<file path="src/sv/yck_pkg.sv">
// shared types and constants for the yuyv color keyed converter
package yck_pkg;

  // fixed-point chroma coefficients, scaled by 256
  localparam int unsigned CoefBlueU  = 454;
  localparam int unsigned CoefRedV   = 359;
  localparam int unsigned CoefGreenU = 88;
  localparam int unsigned CoefGreenV = 183;

  localparam int unsigned CfgIndexWidth = 3;
  localparam int unsigned CfgDataWidth  = 8;

  typedef enum logic [CfgIndexWidth-1:0] {
    REG_OUTPUT_MODE   = 3'd0,
    REG_FILTER_ENABLE = 3'd1,
    REG_LUMA_MIN      = 3'd2,
    REG_LUMA_MAX      = 3'd3,
    REG_BLUE_DIFF_MIN = 3'd4,
    REG_BLUE_DIFF_MAX = 3'd5,
    REG_RED_DIFF_MIN  = 3'd6,
    REG_RED_DIFF_MAX  = 3'd7
  } cfg_reg_t;

  typedef struct packed {
    logic       output_mode;
    logic       filter_enable;
    logic [7:0] luma_min;
    logic [7:0] luma_max;
    logic [7:0] blue_diff_min;
    logic [7:0] blue_diff_max;
    logic [7:0] red_diff_min;
    logic [7:0] red_diff_max;
  } cfg_t;

  // floored chroma offsets shared by both pixels
  typedef struct packed {
    logic signed [9:0] cb;
    logic signed [9:0] cg;
    logic signed [9:0] cr;
  } chroma_t;

  typedef struct packed {
    logic       write;
    logic [7:0] blue;
    logic [7:0] green;
    logic [7:0] red;
    logic [7:0] gray;
  } pix_t;

endpackage

</file>
<file path="src/sv/yck_chroma.sv">
// chroma offset terms from the shared u and v bytes
module yck_chroma (
  input  logic [7:0]        chroma_u,
  input  logic [7:0]        chroma_v,
  output yck_pkg::chroma_t  chroma
);
  import yck_pkg::*;

  logic signed [7:0]  du;
  logic signed [7:0]  dv;
  logic signed [17:0] prod_b;
  logic signed [17:0] prod_r;
  logic signed [17:0] prod_g;

  // subtracting 128 from a byte is flipping its top bit
  assign du = {~chroma_u[7], chroma_u[6:0]};
  assign dv = {~chroma_v[7], chroma_v[6:0]};

  assign prod_b = 18'(du) * 18'sd454;
  assign prod_r = 18'(dv) * 18'sd359;
  assign prod_g = 18'(du) * 18'sd88 + 18'(dv) * 18'sd183;

  // dropping the low byte is a floor divide by 256
  assign chroma.cb = prod_b[17:8];
  assign chroma.cr = prod_r[17:8];
  assign chroma.cg = prod_g[17:8];

endmodule

</file>
<file path="src/sv/yck_pixel.sv">
// one output pixel: luma window, clamp and mode select
module yck_pixel (
  input  logic [7:0]        luma,
  input  logic              chroma_ok,
  input  yck_pkg::chroma_t  chroma,
  input  yck_pkg::cfg_t     cfg,
  output yck_pkg::pix_t     pix
);
  import yck_pkg::*;

  logic signed [10:0] ys;
  logic signed [10:0] sum_b;
  logic signed [10:0] sum_g;
  logic signed [10:0] sum_r;
  logic               keep;

  function automatic logic [7:0] clamp_byte(input logic signed [10:0] v);
    if (v[10]) begin
      return 8'd0;
    end else if (v[9:8] != 2'b00) begin
      return 8'hff;
    end else begin
      return v[7:0];
    end
  endfunction

  assign ys    = {3'b000, luma};
  assign sum_b = ys + 11'(chroma.cb);
  assign sum_g = ys - 11'(chroma.cg);
  assign sum_r = ys + 11'(chroma.cr);

  assign keep = !cfg.filter_enable ||
                (chroma_ok && luma >= cfg.luma_min && luma <= cfg.luma_max);

  always_comb begin
    pix = '0;
    pix.write = keep;
    if (keep) begin
      if (cfg.output_mode) begin
        pix.blue  = clamp_byte(sum_b);
        pix.green = clamp_byte(sum_g);
        pix.red   = clamp_byte(sum_r);
      end else begin
        pix.gray = luma;
      end
    end
  end

endmodule

</file>
<file path="src/sv/yuyv_color_keyed_converter.sv">
// yuyv macropixel to two bgr or gray pixels with color key filter
//
//  channel | handshake          | payload
//  s_      | s_tvalid/s_tready  | tdata y0,u,y1,v; tlast frame end
//  m_      | m_tvalid/m_tready  | tdata two pixels; tuser write flags; tlast frame end
//  cfg_    | cfg_we             | cfg_index, cfg_data
//
// one item per cycle unless m_ stalls; an item goes from input register to result register
// rst clears the valid flags and loads the register defaults
// a stall on m_ holds the result; s_ still takes an item while the input register is empty
module yuyv_color_keyed_converter (
  input  logic                                clk,
  input  logic                                rst,
  input  logic                                s_tvalid,
  output logic                                s_tready,
  input  logic [31:0]                         s_tdata,   // luma_first, chroma_u, luma_second, chroma_v
  input  logic                                s_tlast,
  output logic                                m_tvalid,
  input  logic                                m_tready,
  output logic [63:0]                         m_tdata,   // first b,g,r,gray; second b,g,r,gray
  output logic [1:0]                          m_tuser,   // first_write, second_write
  output logic                                m_tlast,
  input  logic                                cfg_we,
  input  logic [yck_pkg::CfgIndexWidth-1:0]   cfg_index,
  input  logic [yck_pkg::CfgDataWidth-1:0]    cfg_data
);
  import yck_pkg::*;

  cfg_t       cfg;
  logic       in_valid;
  logic [31:0] in_data;
  logic       in_last;
  logic       in_advance;
  logic       out_free;
  logic       chroma_ok;
  chroma_t    chroma;
  pix_t       pix_first;
  pix_t       pix_second;

  // configuration registers
  always_ff @(posedge clk) begin
    if (rst) begin
      cfg.output_mode   <= 1'b1;
      cfg.filter_enable <= 1'b0;
      cfg.luma_min      <= 8'd0;
      cfg.luma_max      <= 8'hff;
      cfg.blue_diff_min <= 8'd0;
      cfg.blue_diff_max <= 8'hff;
      cfg.red_diff_min  <= 8'd0;
      cfg.red_diff_max  <= 8'hff;
    end else if (cfg_we) begin
      case (cfg_reg_t'(cfg_index))
        REG_OUTPUT_MODE:   cfg.output_mode   <= cfg_data[0];
        REG_FILTER_ENABLE: cfg.filter_enable <= cfg_data[0];
        REG_LUMA_MIN:      cfg.luma_min      <= cfg_data;
        REG_LUMA_MAX:      cfg.luma_max      <= cfg_data;
        REG_BLUE_DIFF_MIN: cfg.blue_diff_min <= cfg_data;
        REG_BLUE_DIFF_MAX: cfg.blue_diff_max <= cfg_data;
        REG_RED_DIFF_MIN:  cfg.red_diff_min  <= cfg_data;
        REG_RED_DIFF_MAX:  cfg.red_diff_max  <= cfg_data;
        default: ;
      endcase
    end
  end

  assign out_free   = !m_tvalid || m_tready;
  assign in_advance = in_valid && out_free;
  assign s_tready   = !in_valid || out_free;

  // input register
  always_ff @(posedge clk) begin
    if (rst) begin
      in_valid <= 1'b0;
    end else if (s_tready) begin
      in_valid <= s_tvalid;
    end
    if (s_tvalid && s_tready) begin
      in_data <= s_tdata;
      in_last <= s_tlast;
    end
  end

  yck_chroma u_chroma (
    .chroma_u (in_data[15:8]),
    .chroma_v (in_data[31:24]),
    .chroma   (chroma)
  );

  assign chroma_ok = in_data[15:8]  >= cfg.blue_diff_min && in_data[15:8]  <= cfg.blue_diff_max &&
                     in_data[31:24] >= cfg.red_diff_min  && in_data[31:24] <= cfg.red_diff_max;

  yck_pixel u_pixel_first (
    .luma      (in_data[7:0]),
    .chroma_ok (chroma_ok),
    .chroma    (chroma),
    .cfg       (cfg),
    .pix       (pix_first)
  );

  yck_pixel u_pixel_second (
    .luma      (in_data[23:16]),
    .chroma_ok (chroma_ok),
    .chroma    (chroma),
    .cfg       (cfg),
    .pix       (pix_second)
  );

  // result register
  always_ff @(posedge clk) begin
    if (rst) begin
      m_tvalid <= 1'b0;
    end else if (out_free) begin
      m_tvalid <= in_valid;
    end
    if (in_advance) begin
      m_tdata <= {pix_second.gray, pix_second.red, pix_second.green, pix_second.blue,
                  pix_first.gray,  pix_first.red,  pix_first.green,  pix_first.blue};
      m_tuser <= {pix_second.write, pix_first.write};
      m_tlast <= in_last;
    end
  end

`ifndef ASSERT_OFF
  a_reset_empty: assert property (@(posedge clk)
    $past(rst) |-> !m_tvalid && !in_valid)
    else $error("pipeline not empty after reset");

  a_item_moves: assert property (@(posedge clk) disable iff (rst)
    in_valid && !m_tvalid |=> m_tvalid)
    else $error("item in input register did not reach result register");

  a_drop_zero: assert property (@(posedge clk) disable iff (rst)
    m_tvalid && !m_tuser[0] |-> m_tdata[31:0] == 32'd0)
    else $error("dropped first pixel carries data");

  a_color_no_gray: assert property (@(posedge clk) disable iff (rst)
    m_tvalid && cfg.output_mode |-> m_tdata[31:24] == 8'd0 && m_tdata[63:56] == 8'd0)
    else $error("gray field set in color mode");

  a_gray_no_color: assert property (@(posedge clk) disable iff (rst)
    m_tvalid && !cfg.output_mode |-> m_tdata[23:0] == 24'd0 && m_tdata[55:32] == 24'd0)
    else $error("color field set in gray mode");
`endif

endmodule

</file>
<file path="config.mk">
export PLATFORM = sky130hd
export DESIGN_NAME = yuyv_color_keyed_converter
export DESIGN_NICKNAME = d
export VERILOG_FILES = /design/src/sv/yck_pkg.sv /design/src/sv/yck_chroma.sv /design/src/sv/yck_pixel.sv /design/src/sv/yuyv_color_keyed_converter.sv
export SDC_FILE = /design/constraint.sdc
export NUM_CORES = 1
export LEC_CHECK = 0
export BUFFER_PORTS_ARGS = -buffer_cell sky130_fd_sc_hd__clkbuf_2
export CAP_MARGIN = 5
export CORE_MARGIN = 3
export CORE_UTILIZATION = 50
export CTS_CLUSTER_DIAMETER = 40
export CTS_CLUSTER_SIZE = 8
export DETAILED_ROUTE_END_ITERATION = 12
export PLACE_DENSITY = 0.67
export SYNTH_ARGS = -nofsm -noshare
export SYNTH_HDL_FRONTEND = slang
export SYNTH_SLANG_ARGS = --single-unit
</file>
<file path="constraint.sdc">
create_clock -name clk -period 9.26 [get_ports clk]
set_input_delay 0.463 -clock clk [delete_from_list [all_inputs] [get_ports clk]]
set_output_delay 0.463 -clock clk [all_outputs]
set_load 0.02 [all_outputs]
</file>
After elaboration in Yosys (flattened, before gate mapping) --
Cells that the tools add are included.
Cells by class: bitwise gates (word level) 5, order comparisons 8, add/sub/neg operators 7, eq/ne operators 7, mux-type cells 6, multipliers 4, reduce and logical (&&, ||, !) cells 39
Operators with widths (number):
- $mux 8 | 6
- $add 9x10->11 | 4
- $mul 8x9->17 const B | 2
- $ge 8x8->1 | 4
- $le 8x8->1 | 4
- $sub 9x10->11 | 2
- $add 16x17->18 | 1
- $mul 8x10->18 const B | 1
- $reduce_or 3->1 | 6
- $reduce_and 2->1 | 8
- $mul 8x5->13 const B | 1
- $eq 3x3->1 const B | 4
- $reduce_bool 2->1 | 6
- $logic_and 1x1->1 | 9
- $eq 3x2->1 const B | 2
- $not 1->1 | 5
- $logic_or 1x1->1 | 4
- $reduce_or 2->1 | 2
- $eq 3x1->1 const B | 1
- $logic_not 1->1 | 3
- $logic_not 3->1 | 1
Storage, ports and cells: output and inout bits 69, input port bits 49, logic and storage cells 98, register bits 152

Depth between registers and ports, before layout --
Gate-level depths: netlist of run 1.
depth in word-level cells 9, mapped depth 31, mapped depth without buffers 31

By module --
From an unflattened synthesis of run 1, not the netlist that was laid out.
Unflattened totals: cells, all modules 1421, area total of the unflattened synthesis 13905.8 µm²
Modules (own cells, without submodules):
- yuyv_color_keyed_converter | instances 1, sequential area each 4043.9 µm², area an instance 5685.5 µm², cells each 417
- yck_chroma | instances 1, sequential area each 0.0 µm², area an instance 4621.9 µm², cells each 515
- yck_pixel (u_pixel_first) | instances 1, sequential area each 0.0 µm², area an instance 1818.0 µm², cells each 251
- yck_pixel (u_pixel_second) | instances 1, sequential area each 0.0 µm², area an instance 1780.5 µm², cells each 238

Worst setup path before layout of run 1 --
OpenSTA, ideal clock, no wires.
path kind reg-to-reg, from reg in_data[9], to reg m_tdata[40], data pin, path buffers 0, cell stages (with the launch flop) 32, slack 1607 ps, required time 8984 ps, clock period less this slack 7653 ps, library setup time 276 ps, arrival 7377 ps, path through edfxtp_1 ha_1 inv_1 fa_1 inv_1 ha_1 xor2_1 ha_1 inv_1 fa_1 inv_1 fa_1 fa_1 inv_1 fa_1 inv_1 ha_1 a21oi_1 nor2b_1 nor2_1 xor2_1 inv_1 fa_1 nor2b_1 o21a_1 o21ai_0 a21oi_1 or4b_2 nand3_1 o31a_1 a31o_2 a21oi_1
Between the ends: word-level cells in the longest chain between the ends 9, elaborated cells on any way between the ends 15, classes of those cells 2 x add/sub; 1 x mul; 2 x order compare; 1 x mux; 1 x bitwise; 8 x reduce/logical
RTL lines:
- from (decl) | line yuyv_color_keyed_converter.sv:31 | logic [31:0] in_data;
- from (signal assigned) | line yuyv_color_keyed_converter.sv:78 | in_data <= s_tdata;
- parallel branches: the longest is 9 deep, another holds $add 16x17->18
- to (signal assigned) | line yuyv_color_keyed_converter.sv:116 | m_tdata <= {pix_second.gray, pix_second.red, pix_second.green, pix_second.blue,
- to (decl) | line yuyv_color_keyed_converter.sv:20 | output logic [63:0] m_tdata,
Parallel ways; which one is timed is not known. A chain may end at the register's enable or synchronous reset.

Worst setup path in the final report of run 1 --
from reg in_data[9], to reg m_tdata[43], data pin
The elaborated chain is that of the path after synthesis.

==> reports/summary.txt, run 1 <==
ANT cells: 0
clock tree sinks: 152
fin. max-slew vios: 0
Top cell by count, worst path: inv_1
GRT Util Overall: 22.7%
total CTS buffers: 17
die area: 0.0293 mm^2
mapped cell area: 0.0136 mm^2
GPL Wtd Cong: 0.894
achievable clock frequency: 123 MHz
Core ar.: 0.0264 mm^2
Max FO, Critical Path: 9
Starting Density: 51.6%
Area after DPL: 0.0146 mm^2
Antenna Nets Post-Route: 0
drt via density: 5.45
setup violators final: 0
root buf cell: clkbuf_16
Cell variety after synth: 68
Seq/Total Area, Yosys: 29.7%
Worst setup SP type: register
synth top area cells: ha_1 (23%), edfxtp_1 (22%), fa_1 (9.3%)
overall routed net length: 32200 um
die span in y: 171 um
Worst Clk Skew: 10.8 ps
DP HPWL: 25800 um
Max-Cap Viols: 0
initial antenna violation count: 0
Clock Path Buffers: 2
cells after synthesis: 1374
first-pass GRT wire length: 51700 um
Port Buffers: 117
CP Capture Type: register
Syn Area/Cell: 9.92 um^2
detailed-route via count: 10000
CP Buf/Inv Count: 7
number of cells after detailed placement: 1810
Primary FF master, synth: edfxtp_1
fin nets: 1861
CP top delay family: adder cells
Remaining Overflow, GRT: 0
Seq cells post-synth: 152
pin count of the biggest net entering global routing: 68
CP max stage delay: 620 ps
final instance area: 0.0151 mm^2
Clk Latency, worst-skew pair: 440 ps
highest-count cells in the layout ignoring fill and taps: ha_1 (255), inv_1 (197), clkbuf_2 (117)
final hold vios: 0
hold_buf cts: 0
Yosys top cell by area: ha_1
DR pass1 iterations: 5
WP data required: 9420 ps
Synthesized Nets: 1741
worst hold stages: 1
quantity of gates resized following cts: 0
async set-or-reset flop fraction in the synthesized netlist: 0%
Core Rows: 59
R2R depth: 31
WL/cell: 17.5 um
Ports: 118
minimum clock period: 8150 ps
Worst-Margin Slew: 1010 ps
H-tree depth: 4
path type of the worst setup path: register to register
CTS clk-pin slew, worst paths: 70 ps
YS warnings: 0
vias in the first global route: 9814
Slew headroom: 32.3%
Final period util: 88.0%
commonest non-fill, non-tap cell in the layout: ha_1
area grow syn2layout: 10.9%
Total Neg Setup Slack: 0 ps
DRC errors left: 0
die width: 171 um
layout cells sized above 1: 11.5%
RSZ-0062 raised after global routing: no
Yosys top cell area share: 23.4%
Crit. path cell count: 31
Post-synth EDFFs: 100
CP max stage cell: or4b_2
outcome: finished clean
Post-CTS Setup Inserts: 0
type of the tightest min-delay check: input port to register
TritonCTS clock tree: yes
First DRT Iteration DRCs: 527
non-filler cells, final: 1842
critical path arrival: 8320 ps
[sequential cells by signal (all words and copies together), names as in the netlist]
register  flops
in_valid      1
m_tdata      64
m_tvalid      1
cfg          50
m_tlast       1
m_tuser       2
in_last       1
in_data      32
[layout make-up]
class / count / area [um^2]
clock buffers: 17 / 425
clock inverters: 15 / 116
fillers: 2331 / 11300
inverters: 197 / 739
multi-input cells: 1008 / 8780
flip-flops and latches: 152 / 4040
well taps: 335 / 419
repair buffers: 118 / 593
[synth_stat cells (all sizes together), types with 4 or more instances]
library cell and n:
a211o 18, xnor2 44, a31o 4, fa 63, nand3 11, nand4 11, dfxtp 52, clkbuf 13
nor3 25, xor2 34, edfxtp 100, nor2b 32, inv 197, o211ai 5, or2 4, a211oi 12
o21a 27, ha 255, nand3b 10, o21bai 9, o31ai 6, and2 25, a21o 31, or3 6
o21ai 39, and3 6, buf 4, a21oi 105, nand2b 15, a31oi 8, nand2 77, mux2i 14
nor2 75
[path summary, 6_finish.rpt]
check | slack (ps) | from | end
setup reg to reg | 1110 | in_data[9] | m_tdata[43]
hold / removal | 190 | s_tdata[3] | in_data[3]
hold reg to reg | 440 | in_last | m_tlast
setup / recovery | 1110 | in_data[9] | m_tdata[43]
[routing by layer]
metal | global-route usage (%) | vias up | part of all wire [%]
met3 | 4.41 | 34 | 5.2
met5 | 0 | - | 0
li1 | - | 5057 | -
met1 | 31.1 | 4709 | 47
met2 | 37.0 | 245 | 46
met4 | 6.23 | 0 | 1.8
[logic make-up (layout without fill, tap and decap cells)]
group | after synthesis | in the layout | share of synthesized area, %
muxes | 16 | 16 | 1.19
AOI/OAI and AO/OA | 290 | 290 | 14.2
DFF | 152 | 152 | 29.7
adders and majority gates | 320 | 320 | 32.8
buffers and inverters | 214 | 347 | 5.99
xor gates and xnor gates | 78 | 78 | 5.01
and+or+nand+nor | 304 | 304 | 11.2
[worst register-to-register path: cells and delay by family, from the launching register on]
| kind | cells | cell delay (ps) |
|---|---|---|
| AO/OA/AOI/OAI | 7 | 1210 |
| adder cells (fa/ha/maj) | 10 | 4210 |
| XOR/XNOR | 2 | 410 |
| AND/OR/NAND/NOR | 5 | 1090 |
| buffers and inverters | 7 | 410 |
| flip-flops | 1 | 560 |
[stage by stage]
stage                     setup WS (ps)  hold slack, ps  util, %
after floorplan                    1610             400        -
after global placement             1240             417     55.1
after detailed placement           1140             418     55.1
after CTS                          1130             167     57.2
after global routing                652             168     57.2
final                              1110             191     57.2
Power of run 1 is not shown: default switching activity piles up to over one toggle a cycle in this logic, so the estimate is an artifact.
==> inputs of run 2 (changes only) <==
SYNTH_HIERARCHICAL = 1   (was not set)
clock period = 9.7 ns   (was 9.26 ns; I/O delays follow)
==> run 2 against run 1 <==
  * Core utilization fell by 0.27 points
  * Sequential cell count did not move
  * Critical path type unchanged
  * Fmax rose by 1.4%
  * Clock skew rose by 10 ps
  * Design area rose by 2.3%
  * Highest routed layer unchanged
  * Sequential share of layout area fell by 0.61 points
  * Wire length rose by 6.2%
==> reports/summary.txt, run 2 <==
pin count of the biggest net entering global routing: 68 (unchanged)
Port Buffers: 117 (unchanged)
Post-CTS Setup Inserts: 0 (unchanged)
mapped cell area: 0.0139 mm^2 (+2.0%)
Primary FF master, synth: edfxtp_1
worst hold stages: 1 (unchanged)
Core ar.: 0.0272 mm^2 (+2.8%)
min-delay src: s_tdata[28]
achievable clock frequency: 124 MHz (+1.4%)
GRT Util Overall: 23.2% (+0.42 points)
Clock Path Buffers: 2 (unchanged)
endpoint with the worst hold slack: in_data[28]
R2R Path Start: in_data[11]
max layer used: met4
first-pass GRT wire length: 55400 um (+7.3%)
Yosys top cell by area: ha_1
setup violators final: 0 (unchanged)
outcome: finished clean
GPL Wtd Cong: 0.888 (-0.68%)
DRC errors left: 0 (unchanged)
fin. max-slew vios: 0 (unchanged)
area grow syn2layout: 11.2%
critical path arrival: 8190 ps (-130 ps)
total CTS buffers: 17 (unchanged)
die area: 0.0298 mm^2 (+2.0%)
die span in y: 173 um (+0.98%)
CTS clk-pin slew, worst paths: 80 ps (about the same)
Multi-input gate area: 0.00896 mm^2 (+2.0%)
met1 WL: 15400 um (+1.7%)
Largest Register: m_tdata
First DRT Iteration DRCs: 604 (+15%)
DR pass1 iterations: 5 (unchanged)
async set-or-reset flop fraction in the synthesized netlist: 0% (unchanged)
H-tree depth: 4 (unchanged)
clock tree sinks: 152 (unchanged)
Synthesized Nets: 1789 (+2.8%)
Remaining Overflow, GRT: 0 (unchanged)
Worst-Margin Slew: 1090 ps (+79.8 ps)
Cell variety after synth: 86 (+26%)
Syn Area/Cell: 9.79 um^2 (-1.3%)
Post-synth EDFFs: 100 (unchanged)
vias in the first global route: 10700 (+8.6%)
Starting Density: 51.2% (-0.40 points)
Core Rows: 60 (+1.7%)
max FFs per register: 64 (unchanged)
overall routed net length: 34200 um (+6.2%)
Worst setup SP type: register
CP Capture Type: register
fill count: 2465 (+5.7%)
synth top area cells: ha_1 (23%), edfxtp_1 (22%), fa_1 (9.1%)
Antenna Nets Post-Route: 0 (unchanged)
hold_buf cts: 0 (unchanged)
WP data required: 9850 ps (+430 ps)
Reg area: 0.00404 mm^2 (unchanged)
WL/cell: 17.7 um (+1.6%)
Seq cells post-synth: 152 (unchanged)
Seq/Total Area, Yosys: 29.1% (-0.59 points)
Final period util: 82.9% (-5.2 points)
cells after synthesis: 1421 (+3.4%)
Max-Cap Viols: 0 (unchanged)
reg-to-reg critical path endpoint: m_tdata[11]
quantity of gates resized following cts: 0 (unchanged)
initial antenna violation count: 2 (+2)
met3 routed WL: 1330 um (-21%)
commonest non-fill, non-tap cell in the layout: ha_1
Total Neg Setup Slack: 0 ps (unchanged)
Slew headroom: 26.9% (-5.4 points)
YS warnings: 6 (+6)
layout cells sized above 1: 11.8% (+0.24 points)
drt via density: 5.51 (+1.1%)
most numerous cell in the Yosys netlist: ha_1
TritonCTS clock tree: yes
DP HPWL: 27300 um (+6.0%)
die width: 173 um (+0.98%)
flop-to-flop setup slack: 1660 ps (+560 ps)
Clk Latency, worst-skew pair: 440 ps (about the same)
R2R depth: 27 (-13%)
highest-count cells in the layout ignoring fill and taps: ha_1 (256), inv_1 (216), clkbuf_2 (117)
Top Registers: m_tdata x64, cfg x50, in_data x32
type of the tightest min-delay check: input port to register
fin nets: 1908 (+2.5%)
Worst Clk Skew: 21.0 ps (+10.1 ps)
Yosys top cell area share: 23.0% (-0.38 points)
Max FO, Critical Path: 8 (-1)
minimum clock period: 8040 ps (-115 ps)
met2 WL: 16600 um (+12%)
detailed-route via count: 10600 (+5.7%)
commonest cells in the netlist: ha_1 (256), inv_1 (216), edfxtp_1 (100)
path type of the worst setup path: register to register
RSZ-0062 raised after global routing: no
root buf cell: clkbuf_16
final hold vios: 0 (unchanged)
Ports: 118 (unchanged)
[run 2: stage by stage]
| step | instance area (um^2) | setup WS [ps] | hold WS [ps] | util, % | instances |
|---|---|---|---|---|---|
| global placement | 14900 | 1750 | 411 | 54.8 | 1893 |
| global route | 15500 | 1240 | 209 | 56.9 | 1926 |
| CTS | 15500 | 1670 | 202 | 56.9 | 1925 |
| floorplan | 13900 | 2210 | 400 | - | 1421 |
| detailed placement | 14900 | 1670 | 414 | 54.8 | 1893 |
| finish | 15500 | 1660 | 218 | 56.9 | 1926 |
[run 2: cell families after synthesis]
logic type / count (synthesis) / synth area share, %
buf+inv: 237 / 6.58
simple gates: 330 / 12.4
xor+xnor: 63 / 3.97
flops: 152 / 29.1
fa+ha+maj: 319 / 32.1
compound gates: 307 / 14.9
mux: 13 / 0.936
[run 2: how the worst max path moves through the flow]
stage	start	to	slack, ps	depth (start not counted)
3_3_place_gp	in_data[10]	m_tdata[15]	1750	27
2_1_floorplan	in_data[11]	m_tdata[8]	2210	29
6_report	in_data[11]	m_tdata[11]	1660	27
3_5_place_dp	in_data[11]	m_tdata[11]	1670	27
4_1_cts	in_data[11]	m_tdata[11]	1670	27
5_1_grt	in_data[11]	m_tdata[11]	1240	27
[run 2: metal layers]
layer | vias to the layer above | track usage (%)
met2 | 278 | 40.8
met3 | 60 | 2.46
li1 | 5230 | -
met4 | 0 | 7.16
met1 | 5050 | 30.1
met5 | - | 0
[run 2: critical path, stage by stage, from the launching register on]
cell,delay (ps)
edfxtp_1,550
ha_1,360
fa_1,470
ha_1,350
xor2_1,160
ha_1,270
inv_1,50
fa_1,520
inv_1,50
fa_1,460
fa_1,540
inv_1,50
fa_1,500
inv_1,40
ha_1,310
and3_2,210
a311o_2,420
o21a_1,210
nor2_1,120
xnor2_1,150
inv_1,70
ha_1,340
nor2b_1,160
o31a_2,330
o221ai_1,330
a21oi_1,120
o211ai_1,480
a21oi_1,130
[run 2: layout make-up]
cell class	instances	area share, %
Multi-Input combinational cell	1032	57.9
Tap cell	372	3.01
Clock inverter	14	0.833
Clock buffer	18	2.91
Antenna cell	1	0.0162
Sequential cell	152	26.1
Timing Repair Buffer	120	3.93
Inverter	217	5.27
Power of run 2 is left out for the same reason.
